### src/rtl/core/wpad_pkg.sv
// shared types, widths and helpers of the peak/average waveform decimator
// no dependencies; used by the interfaces and every module in rtl/core
`default_nettype none

package wpad_pkg;

  localparam int SAMPLE_BITS = 16;
  localparam int COUNT_BITS  = 16;
  localparam int CFG_BITS    = 16;
  // magnitude sum of a full block of samples
  localparam int SUM_BITS    = SAMPLE_BITS - 1 + COUNT_BITS;
  localparam int LIM_BITS    = (CFG_BITS > COUNT_BITS) ? CFG_BITS : COUNT_BITS;
  localparam int STEP_BITS   = $clog2(SAMPLE_BITS + 1);

  localparam logic [COUNT_BITS-1:0]  CNT_MAX   = '1;
  localparam logic [SAMPLE_BITS-1:0] SMIN_VAL  = {1'b1, {(SAMPLE_BITS-1){1'b0}}};
  localparam logic [SAMPLE_BITS-1:0] SMAX_VAL  = {1'b0, {(SAMPLE_BITS-1){1'b1}}};
  localparam logic [CFG_BITS-1:0]    BLOCK_RST = CFG_BITS'(1);

  typedef enum logic [2:0] {
    ST_ACCUM,
    ST_POS_GO,
    ST_POS_RUN,
    ST_NEG_GO,
    ST_NEG_RUN,
    ST_EMIT
  } wpad_state_t;

  // controller to datapath
  typedef struct packed {
    logic take;
    logic div_start;
    logic div_sel_neg;
    logic save_pos;
    logic save_neg;
    logic load_out;
  } wpad_cmd_t;

  // datapath to controller
  typedef struct packed {
    logic block_end;
    logic div_done;
    logic out_free;
  } wpad_stat_t;

  // zero acts as one, values past the counter range saturate
  function automatic logic [COUNT_BITS-1:0] eff_limit(input logic [CFG_BITS-1:0] bs);
    logic [LIM_BITS-1:0] wide;
    wide = LIM_BITS'(bs);
    if (wide == '0) begin
      wide = LIM_BITS'(1);
    end
    if (wide > LIM_BITS'(CNT_MAX)) begin
      wide = LIM_BITS'(CNT_MAX);
    end
    return wide[COUNT_BITS-1:0];
  endfunction

endpackage

`default_nettype wire

### src/rtl/core/wpad_ctrl.sv
// controller state machine: accumulate, two divisions, emit
// depends on wpad_pkg
`default_nettype none

module wpad_ctrl
  import wpad_pkg::*;
(
  input  wire logic       clk,
  input  wire logic       rst,
  input  wire logic       in_valid,
  output logic            in_ready,
  input  wire wpad_stat_t stat,
  output wpad_cmd_t       cmd
);

  wpad_state_t state, state_next;

  always_ff @(posedge clk) begin
    if (rst) begin
      state <= ST_ACCUM;
    end else begin
      state <= state_next;
    end
  end

  always_comb begin
    state_next = state;
    cmd        = '0;
    in_ready   = 1'b0;
    unique case (state)
      ST_ACCUM: begin
        in_ready = 1'b1;
        cmd.take = in_valid;
        if (in_valid && stat.block_end) begin
          state_next = ST_POS_GO;
        end
      end
      ST_POS_GO: begin
        cmd.div_start = 1'b1;
        state_next    = ST_POS_RUN;
      end
      ST_POS_RUN: begin
        if (stat.div_done) begin
          cmd.save_pos = 1'b1;
          state_next   = ST_NEG_GO;
        end
      end
      ST_NEG_GO: begin
        cmd.div_start   = 1'b1;
        cmd.div_sel_neg = 1'b1;
        state_next      = ST_NEG_RUN;
      end
      ST_NEG_RUN: begin
        cmd.div_sel_neg = 1'b1;
        if (stat.div_done) begin
          cmd.save_neg = 1'b1;
          state_next   = ST_EMIT;
        end
      end
      ST_EMIT: begin
        if (stat.out_free) begin
          cmd.load_out = 1'b1;
          state_next   = ST_ACCUM;
        end
      end
      default: begin
        state_next = ST_ACCUM;
      end
    endcase
  end

endmodule

`default_nettype wire

### config.mk
export PLATFORM = sky130hd
export DESIGN_NAME = wpad_ctrl
export DESIGN_NICKNAME = d
export VERILOG_FILES = /design/src/rtl/core/wpad_pkg.sv /design/src/rtl/core/wpad_ctrl.sv
export SDC_FILE = /design/constraint.sdc
export NUM_CORES = 1
export LEC_CHECK = 0
export BUFFER_PORTS_ARGS = -buffer_cell sky130_fd_sc_hd__buf_2
export CORE_AREA = 2 2 39 41
export CTS_CLUSTER_DIAMETER = 80
export DETAILED_ROUTE_END_ITERATION = 10
export DIE_AREA = 0 0 41 43
export PLACE_DENSITY = 0.47
export SLEW_MARGIN = 15
export SYNTH_ARGS = -nofsm -noshare
export SYNTH_HDL_FRONTEND = slang
export SYNTH_SLANG_ARGS = --single-unit
### constraint.sdc
create_clock -name clk -period 3 [get_ports clk]
set_clock_uncertainty 0.05 [all_clocks]
set_input_delay 0.75 -clock clk [delete_from_list [all_inputs] [get_ports clk]]
set_output_delay 0.75 -clock clk [all_outputs]
set_load 0.005 [all_outputs]
# == After elaboration in Yosys (flattened, before gate mapping) ==
# Cells that the tools add are included.
# classes
eq_ne,9
mux,14
n_reduce_logical,5
# ops
cell,count
case mux 3 bit (6 select lines),1
two-way mux 3 bit,4
two-way mux 1 bit,9
!= test 2 bit (second input constant),4
== test 3 x 2 -> 1 bit (second input constant),2
== test 3 bit (second input constant),2
AND reduction 4 bit,1
OR reduction 2 bit,2
== test 3 x 1 -> 1 bit (second input constant),1
logical NOT 3 bit,1
logical AND 1 bit,1
# totals
register_bits,3
input_bits,6
output_inout_bits,7
wordCells,29

# == Logic depth before layout (Yosys ltp) ==
# depth
word_depth,3
depth_mapped,4

# == Least setup slack after synthesis ==
# No wires, ideal clock.
# synth_path
kind,input to output
from,input port stat[1] (netlist bit)
to,output port cmd[2] (netlist bit)
arrival_ns,0.969
t_required_ns,2.200
slack_ns,1.231
path_stages,2
n_path_buf,0
cell_sequence,nand2_1 -> nor3_1
# synth_lines
item,line,source
"start, declared",wpad_ctrl.sv:12,"input wire wpad_stat_t stat,"
"end, declared",wpad_ctrl.sv:13,output wpad_cmd_t cmd

==> reports/results.tsv <==
metric	value	unit
status	completed	
biggest registers after layout	state x3	
P_sw	42.3	µW
area delta synth->final	44.4	%
delay-heaviest family, CP	flip-flops	
Clock Tree Buf Depth	2	
Die Area	1760	µm²
Crit Path Class	flop to output port	
Post-Syn Nets	32	
Port Buf Inserts	12	
R2R Setup Slk	1.85	ns
yosys synthesis warning count	0	
Slowest Stage Delay on Critical Path	0.47	ns
number of remaining DRC errors	0	
All-Layer GR Usage	7.54	%
Vias	231	
Req. time, crit path	2.20	ns
die width	41	µm
Core Region	1380	µm²
fin. max-slew vios	0	
Slowest cell on crit path	dfxtp_1	
final cycle utilization of the critical path	67.0	%
worst path arrival time	1.21	ns
Crit path buffers/inverters	1	
met1 Usage GRT	7.74	%
max_cap viols	0	
Synth Cell Area	214	µm²
Seq pwr share	32.4	%
Max Clk Rate	497	MHz
Skew-Pair Late Insertion Delay	0.23	ns
setup TNS	0	ns
Max Fanout on Critical Path	9	
worst slew pin tran	0.284	ns
minimum clock period	2.01	ns
Pre-antenna DRT Iters	1	
Initial Utilization	15.5	%
register area share after synthesis	28.1	%
Setup Fix Bufs, Post-CTS	0	
clock root buffer master	clkbuf_4	
1st-iter DRT viols	0	
global-route wire length before repair	841	µm
RSZ-0062 raised after global routing	false	
cts hold-fix bufs	0	
max FFs per register	3	
largest net degree at the start of global routing	10	
Setup crit end kind	output port	
I/O pins	13	
nets	48	
Final ANT Viol Nets	0	
Vias/cell	4.05	
PD cells	508	nW/µm²
Pint	115	µW
Reg clk slew, reported paths	0.04	ns
Peak VDD IR	0.000176	V
DIE HEIGHT	43	µm
library cells used by synthesis	17	
routed length per placed instance	9.35	µm
met2 Use GR	9.69	%
vias in the first global route	240	
Worst Hold Class	flop to flop	
Rel. slew slack	81.0	%
diode count	0	
CP startpoint kind	flop	
number of synthesized register bits	3	
CTS Sinks	3	
Cell Chain, Critical Path	nor2b_2, nand2_1, o21ai_0, buf_2	
Reg with most FFs	state	
antenna violations before repair	0	
switching part of the total	27.0	%
std cell rows	14	
Comb pwr share	22.5	%
WL final	533	µm
CTS Buf Count	3	
storage element area	60.1	µm²
LEAKAGE	0.133	nW
H-tree Lvls	1	
# fillers	162	
cell count after synthesis	26	
area of the multi-input gates	143	µm²
met3 Use GR	2.62	%
Tot Pwr	157	µW
final number of hold-violating endpoints	0	
Setup violations, final	0	
clock network power share	45.1	%
post_cts resized	0	
GR Overflow Total	0	
routability cong.	0.643	
Avg Cell Area, Syn	8.23	µm²
CTS tree	done	
DPL Wire Length	399	µm
layout cells sized above 1	46.3	%
GR peak layer	met4	
==> cell usage in the layout (no fill, tap or decap) <==
cell type and count:
nand2b_1 2, xnor2_1 1, nor3_1 3, nand3b_1 1, nand2b_4 1, a211o_2 1, a21oi_2 1, and2_1 1
o32a_1 1, nand2_1 3, dfxtp_1 3, clkbuf_1 1, nor2b_2 1, o21ai_0 1, or2b_1 1, nor2_1 2
clkbuf_4 3, a21oi_1 2, buf_2 12
==> worst reg2reg max path, delay by kind of cell, from the launching register on <==
family,cells,cell delay (ns)
AO/OA/AOI/OAI,2,0.30
flip-flops,1,0.47
AND/OR/NAND/NOR,1,0.26
==> through the flow <==
stage / hold slack (ns) / instances / worst slack [ns] / instance area [µm²] / util, %
floorplan: 0.456 / 26 / 1.23 / 214 / -
global placement: 0.521 / 53 / 0.981 / 283 / 20.4
detailed placement: 0.519 / 53 / 1.00 / 283 / 20.4
CTS: 0.522 / 57 / 0.957 / 309 / 22.3
global route: 0.556 / 57 / 0.859 / 309 / 22.3
finish: 0.515 / 57 / 0.989 / 309 / 22.3
==> metal layers <==
| layer | vias up | share of wire [%] | wire (µm) |
|---|---|---|---|
| met5 | - | 0 | 0 |
| met4 | 0 | 0 | 0 |
| met3 | 0 | 9.6 | 51 |
| met1 | 103 | 39 | 207 |
| met2 | 8 | 51 | 274 |
| li1 | 120 | - | - |
==> final timing paths <==
kind,from,endpoint,cells past startpoint
worst max-delay path,state[0]$_SDFFE_PP0P_,cmd[3],4
worst min-delay path,state[1]$_SDFFE_PP0P_,state[2]$_SDFFE_PP0P_,2
worst max register to register,state[0]$_SDFFE_PP0P_,state[0]$_SDFFE_PP0P_,3
worst min register to register,state[1]$_SDFFE_PP0P_,state[2]$_SDFFE_PP0P_,2
==> Yosys cell counts <==
| library cell | n | area (µm²) |
|---|---|---|
| dfxtp_1 | 3 | 60.1 |
| nand2_1 | 3 | 11.3 |
| nor3_1 | 3 | 15.0 |
| a21oi_1 | 2 | 10.0 |
| nand2b_1 | 2 | 12.5 |
| nor2_1 | 2 | 7.51 |
| a211o_2 | 1 | 10.0 |
| a21oi_2 | 1 | 8.76 |
| and2_1 | 1 | 6.26 |
| buf_6 | 1 | 11.3 |
| nand2b_4 | 1 | 13.8 |
| nand3b_1 | 1 | 7.51 |
| nor2b_2 | 1 | 8.76 |
| o21ai_0 | 1 | 5.00 |
| o32a_1 | 1 | 10.0 |
| or2b_1 | 1 | 7.51 |
| xnor2_1 | 1 | 8.76 |
==> cell families (layout without fill, tap and decap cells) <==
| family | after synthesis | count (layout) | share of synthesized area, % |
|---|---|---|---|
| buf+inv | 1 | 16 | 5.26 |
| simple gates | 15 | 15 | 42.1 |
| xor+xnor | 1 | 1 | 4.09 |
| compound gates | 6 | 6 | 20.5 |
| flops | 3 | 3 | 28.1 |
==> final cells by class <==
class / count / share of cell area, %
Clock buffer: 4 / 8.50
Timing Repair Buffer: 12 / 19.4
Sequential cell: 3 / 19.4
Multi-Input combinational cell: 22 / 46.2
Tap cell: 16 / 6.48
==> power groups by stage <==
stage	registers (mW)	clock network [mW]	logic, mW
global route	0.0518	0.0784	0.0390
finish	0.0508	0.0708	0.0353
CTS	0.0510	0.0757	0.0359
detailed placement	0.0516	0	0.0356
floorplan	0.0478	0	0.0267
global placement	0.0520	0	0.0353
(Power assumes the default switching activity.)
