<file path="src/rtl/core/wpad_pkg.sv">
// shared types, widths and helpers of the peak/average waveform decimator
// no dependencies; used by the interfaces and every module in rtl/core
`default_nettype none

package wpad_pkg;

  localparam int SAMPLE_BITS = 16;
  localparam int COUNT_BITS  = 16;
  localparam int CFG_BITS    = 16;
  // magnitude sum of a full block of samples
  localparam int SUM_BITS    = SAMPLE_BITS - 1 + COUNT_BITS;
  localparam int LIM_BITS    = (CFG_BITS > COUNT_BITS) ? CFG_BITS : COUNT_BITS;
  localparam int STEP_BITS   = $clog2(SAMPLE_BITS + 1);

  localparam logic [COUNT_BITS-1:0]  CNT_MAX   = '1;
  localparam logic [SAMPLE_BITS-1:0] SMIN_VAL  = {1'b1, {(SAMPLE_BITS-1){1'b0}}};
  localparam logic [SAMPLE_BITS-1:0] SMAX_VAL  = {1'b0, {(SAMPLE_BITS-1){1'b1}}};
  localparam logic [CFG_BITS-1:0]    BLOCK_RST = CFG_BITS'(1);

  typedef enum logic [2:0] {
    ST_ACCUM,
    ST_POS_GO,
    ST_POS_RUN,
    ST_NEG_GO,
    ST_NEG_RUN,
    ST_EMIT
  } wpad_state_t;

  // controller to datapath
  typedef struct packed {
    logic take;
    logic div_start;
    logic div_sel_neg;
    logic save_pos;
    logic save_neg;
    logic load_out;
  } wpad_cmd_t;

  // datapath to controller
  typedef struct packed {
    logic block_end;
    logic div_done;
    logic out_free;
  } wpad_stat_t;

  // zero acts as one, values past the counter range saturate
  function automatic logic [COUNT_BITS-1:0] eff_limit(input logic [CFG_BITS-1:0] bs);
    logic [LIM_BITS-1:0] wide;
    wide = LIM_BITS'(bs);
    if (wide == '0) begin
      wide = LIM_BITS'(1);
    end
    if (wide > LIM_BITS'(CNT_MAX)) begin
      wide = LIM_BITS'(CNT_MAX);
    end
    return wide[COUNT_BITS-1:0];
  endfunction

endpackage

`default_nettype wire

</file>
<file path="src/rtl/core/wpad_div.sv">
// serial restoring divider, one quotient bit per cycle
// depends on wpad_pkg; quotient is known to fit SAMPLE_BITS bits
`default_nettype none

module wpad_div
  import wpad_pkg::*;
(
  input  wire logic                   clk,
  input  wire logic                   rst,
  input  wire logic                   start,
  input  wire logic [SUM_BITS-1:0]    dividend,
  input  wire logic [COUNT_BITS-1:0]  divisor,
  output logic                        done,
  output logic      [SAMPLE_BITS-1:0] quotient
);

  logic [COUNT_BITS-1:0]  rem;
  logic [COUNT_BITS-1:0]  dvs;
  logic [SAMPLE_BITS-1:0] shq;
  logic [STEP_BITS-1:0]   steps;
  logic [COUNT_BITS:0]    trial;
  logic                   fits;

  assign trial    = {rem, shq[SAMPLE_BITS-1]};
  assign fits     = trial >= {1'b0, dvs};
  assign quotient = shq;

  always_ff @(posedge clk) begin
    if (rst) begin
      steps <= '0;
      done  <= 1'b0;
    end else begin
      done <= 1'b0;
      if (start) begin
        steps <= STEP_BITS'(SAMPLE_BITS);
      end else if (steps != '0) begin
        steps <= steps - STEP_BITS'(1);
        done  <= (steps == STEP_BITS'(1));
      end
    end
  end

  always_ff @(posedge clk) begin
    if (start) begin
      // upper dividend bits are already below the divisor
      rem <= COUNT_BITS'(dividend[SUM_BITS-1:SAMPLE_BITS]);
      shq <= dividend[SAMPLE_BITS-1:0];
      dvs <= divisor;
    end else if (steps != '0) begin
      rem <= fits ? COUNT_BITS'(trial - {1'b0, dvs}) : trial[COUNT_BITS-1:0];
      shq <= {shq[SAMPLE_BITS-2:0], fits};
    end
  end

endmodule

`default_nettype wire

</file>
<file path="src/rtl/core/wpad_dp.sv">
// datapath: block accumulators, snapshot, shared divider, output register
// depends on wpad_pkg and wpad_div
`default_nettype none

module wpad_dp
  import wpad_pkg::*;
(
  input  wire logic                          clk,
  input  wire logic                          rst,
  input  wire wpad_cmd_t                     cmd,
  output wpad_stat_t                         stat,
  input  wire logic                          cfg_valid,
  input  wire logic        [CFG_BITS-1:0]    cfg_data,
  input  wire logic signed [SAMPLE_BITS-1:0] sample,
  output logic                               out_valid,
  input  wire logic                          out_ready,
  output logic signed      [SAMPLE_BITS-1:0] peak_max,
  output logic signed      [SAMPLE_BITS-1:0] peak_min,
  output logic             [SAMPLE_BITS-2:0] mean_positive,
  output logic signed      [SAMPLE_BITS-1:0] mean_negative
);

  logic [CFG_BITS-1:0] block_size;

  // running block state
  logic signed [SAMPLE_BITS-1:0] run_max, run_min;
  logic [SUM_BITS-1:0]           pos_sum, neg_sum;
  logic [COUNT_BITS-1:0]         pos_cnt, neg_cnt, seen;

  // values after the current sample
  logic signed [SAMPLE_BITS-1:0] max_next, min_next;
  logic [SUM_BITS-1:0]           pos_sum_next, neg_sum_next;
  logic [COUNT_BITS-1:0]         pos_cnt_next, neg_cnt_next;
  logic [COUNT_BITS:0]           seen_next;
  logic                          is_pos, is_neg;
  logic [SAMPLE_BITS-1:0]        mag;

  // snapshot of a finished block
  logic signed [SAMPLE_BITS-1:0] snap_max, snap_min;
  logic [SUM_BITS-1:0]           snap_psum, snap_nsum;
  logic [COUNT_BITS-1:0]         snap_pcnt, snap_ncnt;
  logic [SAMPLE_BITS-2:0]        mpos;
  logic [SAMPLE_BITS-1:0]        mneg;

  logic                   div_done;
  logic [SAMPLE_BITS-1:0] quot;

  always_ff @(posedge clk) begin
    if (rst) begin
      block_size <= BLOCK_RST;
    end else if (cfg_valid) begin
      block_size <= cfg_data;
    end
  end

  always_comb begin
    is_neg       = sample[SAMPLE_BITS-1];
    is_pos       = !is_neg && (sample != '0);
    mag          = is_neg ? SAMPLE_BITS'(-sample) : '0;
    max_next     = (sample > run_max) ? sample : run_max;
    min_next     = (sample < run_min) ? sample : run_min;
    pos_sum_next = pos_sum + (is_pos ? SUM_BITS'(unsigned'(sample)) : '0);
    neg_sum_next = neg_sum + SUM_BITS'(mag);
    pos_cnt_next = pos_cnt + COUNT_BITS'(is_pos);
    neg_cnt_next = neg_cnt + COUNT_BITS'(is_neg);
    seen_next    = {1'b0, seen} + (COUNT_BITS+1)'(1);
  end

  assign stat.block_end = seen_next >= {1'b0, eff_limit(block_size)};
  assign stat.div_done  = div_done;
  assign stat.out_free  = !out_valid || out_ready;

  always_ff @(posedge clk) begin
    if (rst) begin
      run_max <= SMIN_VAL;
      run_min <= SMAX_VAL;
      pos_sum <= '0;
      neg_sum <= '0;
      pos_cnt <= '0;
      neg_cnt <= '0;
      seen    <= '0;
    end else if (cmd.take) begin
      if (stat.block_end) begin
        run_max <= SMIN_VAL;
        run_min <= SMAX_VAL;
        pos_sum <= '0;
        neg_sum <= '0;
        pos_cnt <= '0;
        neg_cnt <= '0;
        seen    <= '0;
      end else begin
        run_max <= max_next;
        run_min <= min_next;
        pos_sum <= pos_sum_next;
        neg_sum <= neg_sum_next;
        pos_cnt <= pos_cnt_next;
        neg_cnt <= neg_cnt_next;
        seen    <= seen_next[COUNT_BITS-1:0];
      end
    end
  end

  always_ff @(posedge clk) begin
    if (cmd.take && stat.block_end) begin
      snap_max  <= max_next;
      snap_min  <= min_next;
      snap_psum <= pos_sum_next;
      snap_nsum <= neg_sum_next;
      snap_pcnt <= pos_cnt_next;
      snap_ncnt <= neg_cnt_next;
    end
    if (cmd.save_pos) begin
      mpos <= (snap_pcnt == '0) ? '0 : quot[SAMPLE_BITS-2:0];
    end
    if (cmd.save_neg) begin
      mneg <= (snap_ncnt == '0) ? '0 : SAMPLE_BITS'(-quot);
    end
  end

  wpad_div u_div (
    .clk      (clk),
    .rst      (rst),
    .start    (cmd.div_start),
    .dividend (cmd.div_sel_neg ? snap_nsum : snap_psum),
    .divisor  (cmd.div_sel_neg ? snap_ncnt : snap_pcnt),
    .done     (div_done),
    .quotient (quot)
  );

  always_ff @(posedge clk) begin
    if (rst) begin
      out_valid <= 1'b0;
    end else if (cmd.load_out) begin
      out_valid <= 1'b1;
    end else if (out_ready) begin
      out_valid <= 1'b0;
    end
  end

  always_ff @(posedge clk) begin
    if (cmd.load_out) begin
      peak_max      <= snap_max;
      peak_min      <= snap_min;
      mean_positive <= mpos;
      mean_negative <= mneg;
    end
  end

endmodule

`default_nettype wire

</file>
<file path="config.mk">
export PLATFORM = sky130hd
export DESIGN_NAME = wpad_dp
export DESIGN_NICKNAME = d
export VERILOG_FILES = /design/src/rtl/core/wpad_pkg.sv /design/src/rtl/core/wpad_div.sv /design/src/rtl/core/wpad_dp.sv
export SDC_FILE = /design/constraint.sdc
export NUM_CORES = 1
export LEC_CHECK = 0
export BUFFER_PORTS_ARGS = -buffer_cell sky130_fd_sc_hd__buf_2
export CAP_MARGIN = 20
export CORE_MARGIN = 10
export CORE_UTILIZATION = 55
export CTS_BUF_LIST = sky130_fd_sc_hd__clkbuf_2 sky130_fd_sc_hd__clkbuf_4 sky130_fd_sc_hd__clkbuf_8
export CTS_CLUSTER_SIZE = 14
export DETAILED_ROUTE_END_ITERATION = 10
export GPL_TIMING_DRIVEN = 0
export PLACE_DENSITY = 0.83
export SLEW_MARGIN = 20
export SYNTH_ARGS = -nofsm -noshare
export SYNTH_HDL_FRONTEND = slang
export SYNTH_HIERARCHICAL = 1
export SYNTH_SLANG_ARGS = --single-unit
export TNS_END_PERCENT = 30
</file>
<file path="constraint.sdc">
create_clock -name clk -period 27.9 [get_ports clk]
set_input_delay 4.185 -clock clk [delete_from_list [all_inputs] [get_ports clk]]
set_output_delay 4.185 -clock clk [all_outputs]
set_load 0.1 [all_outputs]
</file>
Word-level counts from Yosys, hierarchy flattened
Cells that the tools add are included.
Cells by class
  equal/unequal tests: 1
  add/sub/neg operators: 9
  bitwise gates (word level): 1
  magnitude comparators: 5
  multiplexer cells: 24
  reduce and logical (&&, ||, !) cells: 14
Operators by type and width (count)
  $mux 16: 15
  $mux 31: 3
  $add 31x16->31: 2
  $logic_not 16->1: 3
  $ge 17x16->1: 2
  $add 16x1->16: 2
  $neg 16->16: 2
  $mux 15: 2
  $add 16x1->17 const B: 1
  $gt 16x16->1: 1
  $gt 16x16->1 const B: 1
  $lt 16x16->1: 1
  $reduce_bool 16->1: 1
  $sub 16x16->16: 1
  $mux 5: 2
  $eq 5x1->1 const B: 1
  $reduce_bool 5->1: 1
  $sub 5x1->5 const B: 1
  $reduce_bool 2->1: 2
  $reduce_or 3->1: 1
  $logic_and 1x1->1: 2
  $logic_not 1->1: 2
  $mux 1: 2
  $reduce_or 2->1: 1
  2 further kinds: 2
Storage, ports and cells
  logic and storage cells: 82
  output and inout port bits: 67
  input port bits: 42
  bits in registers: 433

Logic depth before layout (Yosys ltp)
Gate-level depths: netlist of run 1.
  depth after elaboration: 6
  gate-level depth with buffers: 16
  gate-level depth less buffers: 16

Hierarchy
The synthesis of run 1 kept the hierarchy.
Modules (own cells, without submodules)
  wpad_dp: instances 1, area each 18585.3 um^2, cells each 1726
  wpad_div: instances 1, area each 3044.2 um^2, cells each 271

Least setup slack after synthesis of run 1
OpenSTA, ideal clock, no wires.
  path kind: input port to flip-flop
  start point: input port cmd[5] in the netlist's numbering
  end point: register snap_max[0], enable pin
  slack: 17030 ps
  data arrival time: 10257 ps
  data required time: 27288 ps
  cell stages on the path: 5
  path through: clkbuf_1 inv_1 clkbuf_1 clkbuf_1 nor2_1
Between the ends
  longest elaborated chain between the ends: 1
Ends and longest elaborated chain
  from (decl): RTL line wpad_dp.sv:10  | input wire wpad_cmd_t cmd,
  $logic_and 1x1->1: RTL line wpad_dp.sv:104  | if (cmd.take && stat.block_end) begin
  to (signal assigned): RTL line wpad_dp.sv:105  | snap_max <= max_next;
  to (decl): RTL line wpad_dp.sv:39  | logic signed [SAMPLE_BITS-1:0] snap_max, snap_min;
Every way passes these cells.
A chain may end at the register's enable or synchronous reset.

==> results.md, run 1 <==
- The share of synthesized area occupied by flip-flops and latches is 52.4%.
- The final number of max-transition violations is 0.
- The final period utilization is 32.9%.
- The width of the die is 218 um.
- Clock latency on the worst-skew pair, taken at its later pin, is 0.62 ns.
- In the routed layout, each cell is associated on average with a via count of 5.98.
- Each instance of the synthesized netlist takes up on average 10.8 um2.
- 0 antenna diodes ended up in the layout.
- In this run the worst hold path is classified as flip-flop to flip-flop.
- The total clock buffers created by CTS is 69.
- The final hold violation count is 0.
- In the synthesized netlist the async set-or-reset flop fraction comes to 0%.
- The flow ran to the end, and the final reports show no timing, DRC or antenna violations.
- Clock-pin slew was measured on the worst setup and hold paths at 0.06 ns.
- The H-tree was split into 3 levels.
- Cells with a size suffix above 1 make up 16.0% of the layout.
- The global-route wire length before repair is 84400 um.
- STA puts the critical path data arrival time at 5.00 ns.
- The first detailed-routing pass ran for 6 iterations.
- After the first detailed-routing iteration, the DRC count stood at 1533.
- The tool flagged a number of max-cap violations equal to 0.
- The pin count of the biggest net entering global routing is 65.
- The worst setup path is launched from a flip-flop.
- At the worst endpoint, the required time is 23.72 ns.
- The number of antenna violations at the first check in global routing is 0.
- The number of cells produced by synthesis is 1997.
- The count of buffers inserted at the top-level ports is 105.
- The post-synthesis cell area is 21600 um2.
- The via count of the first global-routing pass is 16.2k.
- The routed design has 52700 um of wire.
- The worst setup skew after layout is 0.0346 ns.
- The final-stage net count is 2328.
- Compared with the post-synthesis result, the final layout area differs by 12.5%.
- In this run, synthesis produced a sequential element count of 433.
- The worst path meets setup with 18.71 ns of slack.
- The overflow left after global routing is 0.
- After detailed routing, the average wire length per cell comes to 19.2 um.
- After floorplanning, the core was sized to cover 38700 um2.
- Measured along the y axis, the die boundary spans 218 um.
- The most common cell after layout, fill and taps aside is edfxtp_1.
- The critical path endpoint category is an output pin.
- The maximum resistive drop on vdd is 0.0539 mV.
- The die covers 47700 um2.
- Setup repair after global routing left no endpoint under its margin.
- The starting utilization of the core area is 55.8%.
- Along the worst path, the maximum fanout reaches 10.
- The normalized max-slew margin is 44.6%.
- Based on the critical path, the design can be clocked at up to 109 MHz.
- Once detailed placement completed, the half-perimeter wirelength came to 38000 um.
- The top cell types in the final layout, fill and taps aside, are 267 x edfxtp_1, 166 x dfxtp_1, 151 x nand2_1.
- For this design the top-level I/O count stands at 109.
- The tree is rooted in a clkbuf_8.
- The number of setup violations in the final report is 0.
- The total vias in the final route is 16.4k.
- For this run, the leading register cell type out of synthesis is edfxtp_1.
- The post-placement setup slack is 18.90 ns.
- Synthesis produced a netlist with a net count of 2147.
- In the final timing run, aggregate negative setup slack is 0 ns.
- The DRC violation count after routing is 0.
- For the pin with the worst max-slew slack, the measured transition is 0.831 ns.
- The count of instances resized after the clock tree is built is 0.
- The depth of the most critical reg-to-reg path is 16.
- The worst path needs 9.19 ns of the cycle, external delays included.
- Counting flops with a built-in enable in the synthesized netlist gives 267.
- In the global route stage, overall resource usage came out at 21.9%.
- The number of clock sinks is 433.
- The worst hold path was traced through 0 stages.
- Summed over all cells, the static leakage comes to 9.42 nW.
- In this run, post-CTS hold repair placed 0 buffers.
- The share of the core filled with cells in the final layout is 62.8%.
- The worst setup path category is flip-flop to output pin.
- TritonCTS built the clock tree.
- Once the clock tree was built, the setup fixing pass inserted 0 buffers.
- The number of buffers between clock root and the deepest sink is 3.
- The number of rows in the core area is 72.
- At the end of routability-driven placement, the weighted congestion stood at 0.976.
- The count of unique library cells instantiated by Yosys is 90.
- The total number of yosys warnings is 6.
- The post-detailed-route count of antenna-violating nets is 0.
- The power per cell area is 71.3 nW/um2.
-- synthesized netlist by cell type, drive strengths merged, types with 20 or more instances --
master / instances / area [um2]
nand4: 28 / 175
or3: 22 / 143
buf: 23 / 134
mux2i: 31 / 310
nor3: 30 / 160
mux2: 89 / 1000
ha: 105 / 1310
and3: 21 / 131
edfxtp: 267 / 8020
nor2: 136 / 513
nor4: 20 / 146
inv: 99 / 372
dfxtp: 166 / 3320
nand2: 152 / 573
o21ai: 67 / 335
and2: 34 / 213
xor2: 63 / 552
nand3: 106 / 543
xnor2: 68 / 596
a21oi: 146 / 731
clkbuf: 81 / 304
-- layer usage --
layer | vias up | track usage (%) | wire length [um]
li1 | 7677 | - | -
met1 | 7833 | 27.7 | 21700
met2 | 760 | 35.5 | 24500
met3 | 148 | 5.08 | 4740
met4 | 0 | 8.79 | 1840
met5 | - | 0 | 0
-- worst max-delay path: stages, from the launching register on --
cell      delay, ns
dfxtp_1        0.46
ha_1           0.33
nand3_4        0.16
nor4_2         0.43
nand4_1        0.17
xnor2_1        0.18
ha_1           0.31
nand3_1        0.09
or3_1          0.43
o22ai_1        0.45
nor3_2         0.22
inv_2          0.17
clkbuf_1       0.43
buf_2          0.55
-- worst paths after layout --
kind | from | end | slack (ns)
worst max register to register | seen[0]$_SDFFE_PP0P_ | snap_ncnt[11]$_DFFE_PP_ | 22.30
worst max-delay path | seen[0]$_SDFFE_PP0P_ | stat[2] | 18.71
worst min register to register | snap_min[13]$_DFFE_PP_ | peak_min[13]$_DFFE_PP_ | 0.41
worst min-delay path | snap_min[13]$_DFFE_PP_ | peak_min[13]$_DFFE_PP_ | 0.41
-- metrics by stage --
step / hold WS [ns] / power, W / cells / area [um2]
after floorplan: 0.400 / 0.00109 / 1997 / 21600
after global placement: 0.404 / 0.00117 / 2620 / 22800
after detailed placement: 0.405 / 0.00118 / 2625 / 22900
after CTS: 0.409 / 0.00174 / 2746 / 24300
after global routing: 0.420 / 0.00181 / 2746 / 24300
final: 0.407 / 0.00173 / 2746 / 24300
-- power by group --
part | internal, W | total [W] | switching, W
registers | 0.000751 | 0.000784 | 0.0000328
clock network | 0.000308 | 0.000553 | 0.000245
logic | 0.000142 | 0.000398 | 0.000256
total | 0.00120 | 0.00173 | 0.000534
-- cell families (layout without fill, tap and decap cells) --
group | Yosys count | after routing | share of synthesized area [%]
AOI/OAI and AO/OA | 389 | 389 | 11.9
muxes | 120 | 120 | 6.07
other | 1 | 1 | 0.0173
adders and majority gates | 108 | 108 | 6.35
xor gates and xnor gates | 131 | 131 | 5.30
buffers and inverters | 204 | 435 | 3.76
DFF | 433 | 433 | 52.4
and+or+nand+nor | 611 | 611 | 14.2
-- state kept, by name, summed over array words and instances (netlist names), 31 cells and up --
register and cells:
snap_psum 31, pos_sum 31, neg_sum 31, snap_nsum 31
-- cell type report --
class	count	area, um2
plain buffers	104	438
clock buffers	105	1270
clock inverters	16	124
fillers	2948	14400
inverters	100	375
multi-input cells	1360	9490
flip-flops and latches	433	11300
well taps	518	648
repair buffers	110	643
Power figures use the tool's default switching activity.
==> run 2, diff against run 1 <==
clock period = 8.72 ns   (was 27.9 ns; I/O delays follow)
==> run 2 against run 1 <==
  * Clock skew shrank 0.0038 ns
  * Sequential cell count is the same
  * Design area grew 0.23%
  * Worst setup slack lost 16 ns
  * Via count shrank 1.1%
  * Global-route usage shrank 0.38 points
  * Count of clock-buffer cells in the layout grew 4
  * Critical path type unchanged
  * Worst hold slack lost 0.0088 ns
  * Highest routed layer is now met5
  * Clock power grew to 3.3 times the previous value
  * Die area is the same
==> results.md, run 2 (synthesis results as in run 1) <==
- The setup path with the least slack is of type flip-flop to output pin.
- The depth of the most critical reg-to-reg path is 16.
- The post-detailed-route count of antenna-violating nets is 0.
- The global-route wire length before repair is 83000 um.
- The floorplan step defined a core boundary enclosing 38700 um2.
- The via count of the first global-routing pass is 15.9k.
- The completed layout was analyzed and its total power is 0.00557 W.
- The number of antenna violations at the first check in global routing is 1.
- For this design, the slowest cell found on the critical path is buf_2.
- The root buffer cell is clkbuf_8.
- The run finished with clean final reports.
- The number of buffers between clock root and the deepest sink is 3.
- The number of rows in the core area is 72.
- For this design the ratio of total power to cell area is 229 nW/um2.
- The final hold violation count is 0.
- For this configuration, the core starts out at a cell density of 55.8%.
- The pin count of the biggest net entering global routing is 65.
- The number of optimization iterations in the first detailed-route pass is 6.
- The cell seen most often among critical-path stages is ha_1.
- For this design the static power due to leakage is 9.45 nW.
- The smallest clock period supported by the final layout is computed as 6.38 ns.
- The vertical die dimension is 218 um.
- The final period utilization is 73.2%.
- The final number of max-transition violations is 0.
- The wire-length estimate of the detail-placed layout is 37900 um.
- The worst hold path passes through 0 cells.
- Dividing the detail-routed wire length by the instance count gives 19.0 um.
- The final-stage net count is 2330.
- The normalized max-slew margin is 43.3%.
- The worst register-to-register path has a setup slack of 3.08 ns.
- The detailed router finished its first iteration with 1312 violations.
- In this run the tool buffered the top-level ports with 105 buffer cells.
- The total vias in the final route is 16.2k.
- The worst-case IR drop observed on VDD is 0.156 mV.
- In this run the critical register-to-register path is launched from seen[0]$_SDFFE_PP0P_.
- For hold timing, the worst endpoint is peak_min[13]$_DFFE_PP_.
- The overflow left after global routing is 0.
- Along the worst path, the maximum fanout reaches 10.
- The number of clock sinks is 433.
- Timing would allow up to 157 MHz.
- For the worst setup path, the data required time is 7.41 ns.
- Walking the worst path, the cells encountered are ha_1, nand3_4, nor4_2, nand4_1, xnor2_1, ha_1, nand3_1, or3_1, o22ai_1, nor3_2, inv_2, clkbuf_1, buf_2.
- The number of antenna diodes in the final layout is 0.
- The count of placed standard cells in the final layout, fillers left out is 2751.
- The post-route netlist has 16.1% of its cells at a drive strength greater than 1.
- Using the TritonRoute via totals, the vias-per-cell ratio works out to 5.90.
- The clock transition at the register clock pins on the worst setup and hold paths after CTS is 0.06 ns.
- Setup repair after global routing left no endpoint under its margin.
- For this run, the total global-route usage over all layers was measured as 21.5%.
- In the layout the commonest cells are 267 x edfxtp_1, 166 x dfxtp_1, 151 x nand2_1.
- Between clock sinks in the finished design, the worst skew comes to 0.0308 ns.
- The width of the die is 218 um.
- Counting the buffers created by CTS gives 71.
- For the worst setup path, the data arrival time is 5.07 ns.
- The number of cells after detailed placement is 2625.
- The worst setup path is captured at an output pin.
- The DRC violation count after routing is 0.
- STA classifies the critical path startpoint as a flip-flop.
- The clock latency on the worst-skew pair is 0.61 ns.
- After clock tree synthesis, the repair step resized 0 gates.
- The number of maximum-capacitance violations is 0.
- Routability-driven placement finished with a final weighted congestion of 0.963.
- Relative to the synthesized area, the layout overhead comes to 12.7%.
- At the pin with the least slew margin, the transition time is 0.850 ns.
- Once the clock tree was built, the setup fixing pass inserted 0 buffers.
- The count of H-tree levels built during CTS is 3.
- The type of the tightest min-delay check is flip-flop to flip-flop.
- The worst register-to-register path ends at snap_pcnt[12]$_DFFE_PP_.
- In this run, post-CTS hold repair placed 0 buffers.
- For this run, the slowest stage of the critical path takes 0.54 ns.
- Setup violations remaining at the end of the flow were counted as 0.
- The overall routed net length is 52200 um.
- TritonCTS built the clock tree.
- The die covers 47700 um2.
- Leaving out fill and tap cells, the most frequent cell in the layout is edfxtp_1.
- During I/O placement, the number of pins put on the boundary was 109.
- The startpoint identified for the worst hold timing path is snap_min[13]$_DFFE_PP_.
==> run 2: layout make-up <==
type                       count  area (um2)
fill                        3009       14400
tap                          518         648
sequential                   433       11300
timing repair buffer         110         643
buffer                       104         438
clock buffer                 109        1350
multi-input combinational   1360        9490
inverter                     100         375
clock inverter                17         100
==> run 2: report_power, final <==
part | leakage, nW | switching, W | internal (W)
combinational | 4.76 | 0.000815 | 0.000453
sequential | 3.91 | 0.000104 | 0.00240
clock | 0.780 | 0.000787 | 0.00101
total | 9.45 | 0.00171 | 0.00387
==> run 2: critical path, delay by kind of cell, from the launching register on <==
| family | cells | cell delay (ns) |
|---|---|---|
| buffers and inverters | 3 | 1.19 |
| xor gates and xnor gates | 1 | 0.19 |
| DFF | 1 | 0.48 |
| and+or+nand+nor | 6 | 1.49 |
| adders and majority gates | 2 | 0.66 |
| AOI/OAI and AO/OA | 1 | 0.45 |
==> run 2: per-layer routing <==
| metal | share of wire [%] | global-route usage [%] | wire length, um | vias up |
|---|---|---|---|---|
| met5 | 0.013 | 0 | 7 | - |
| met4 | 3.3 | 8.15 | 1740 | 2 |
| met3 | 8.1 | 4.52 | 4240 | 130 |
| met2 | 46 | 34.5 | 24000 | 701 |
| met1 | 43 | 28.1 | 22200 | 7715 |
| li1 | - | - | - | 7687 |
==> run 2: worst max-delay path by stage <==
stage / from / endpoint / slack (ns) / cells past startpoint
after global routing: seen[0]$_SDFFE_PP0P_ / stat[2] / 2.17 / 13
after CTS: seen[0]$_SDFFE_PP0P_ / stat[2] / 2.38 / 13
after detailed placement: sample[5] / pos_sum[28]$_SDFFE_PP0P_ / 2.59 / 17
final: seen[0]$_SDFFE_PP0P_ / stat[2] / 2.34 / 13
after floorplan: seen[0]$_SDFFE_PP0P_ / snap_max[0]$_DFFE_PP_ / 1.95 / 13
after global placement: seen[0]$_SDFFE_PP0P_ / snap_ncnt[11]$_DFFE_PP_ / -0.008 / 13
==> run 2: stage by stage <==
stage	TNS, ns	cell area [um2]	util, %	worst slack [ns]	hold WS (ns)
4_1_cts	0	24400	62.9	2.38	0.401
3_3_place_gp	-0.316	22800	58.9	-0.00827	0.404
2_1_floorplan	0	21600	-	1.95	0.400
6_report	0	24400	62.9	2.34	0.398
5_1_grt	0	24400	62.9	2.17	0.421
3_5_place_dp	0	22900	59.2	2.59	0.405
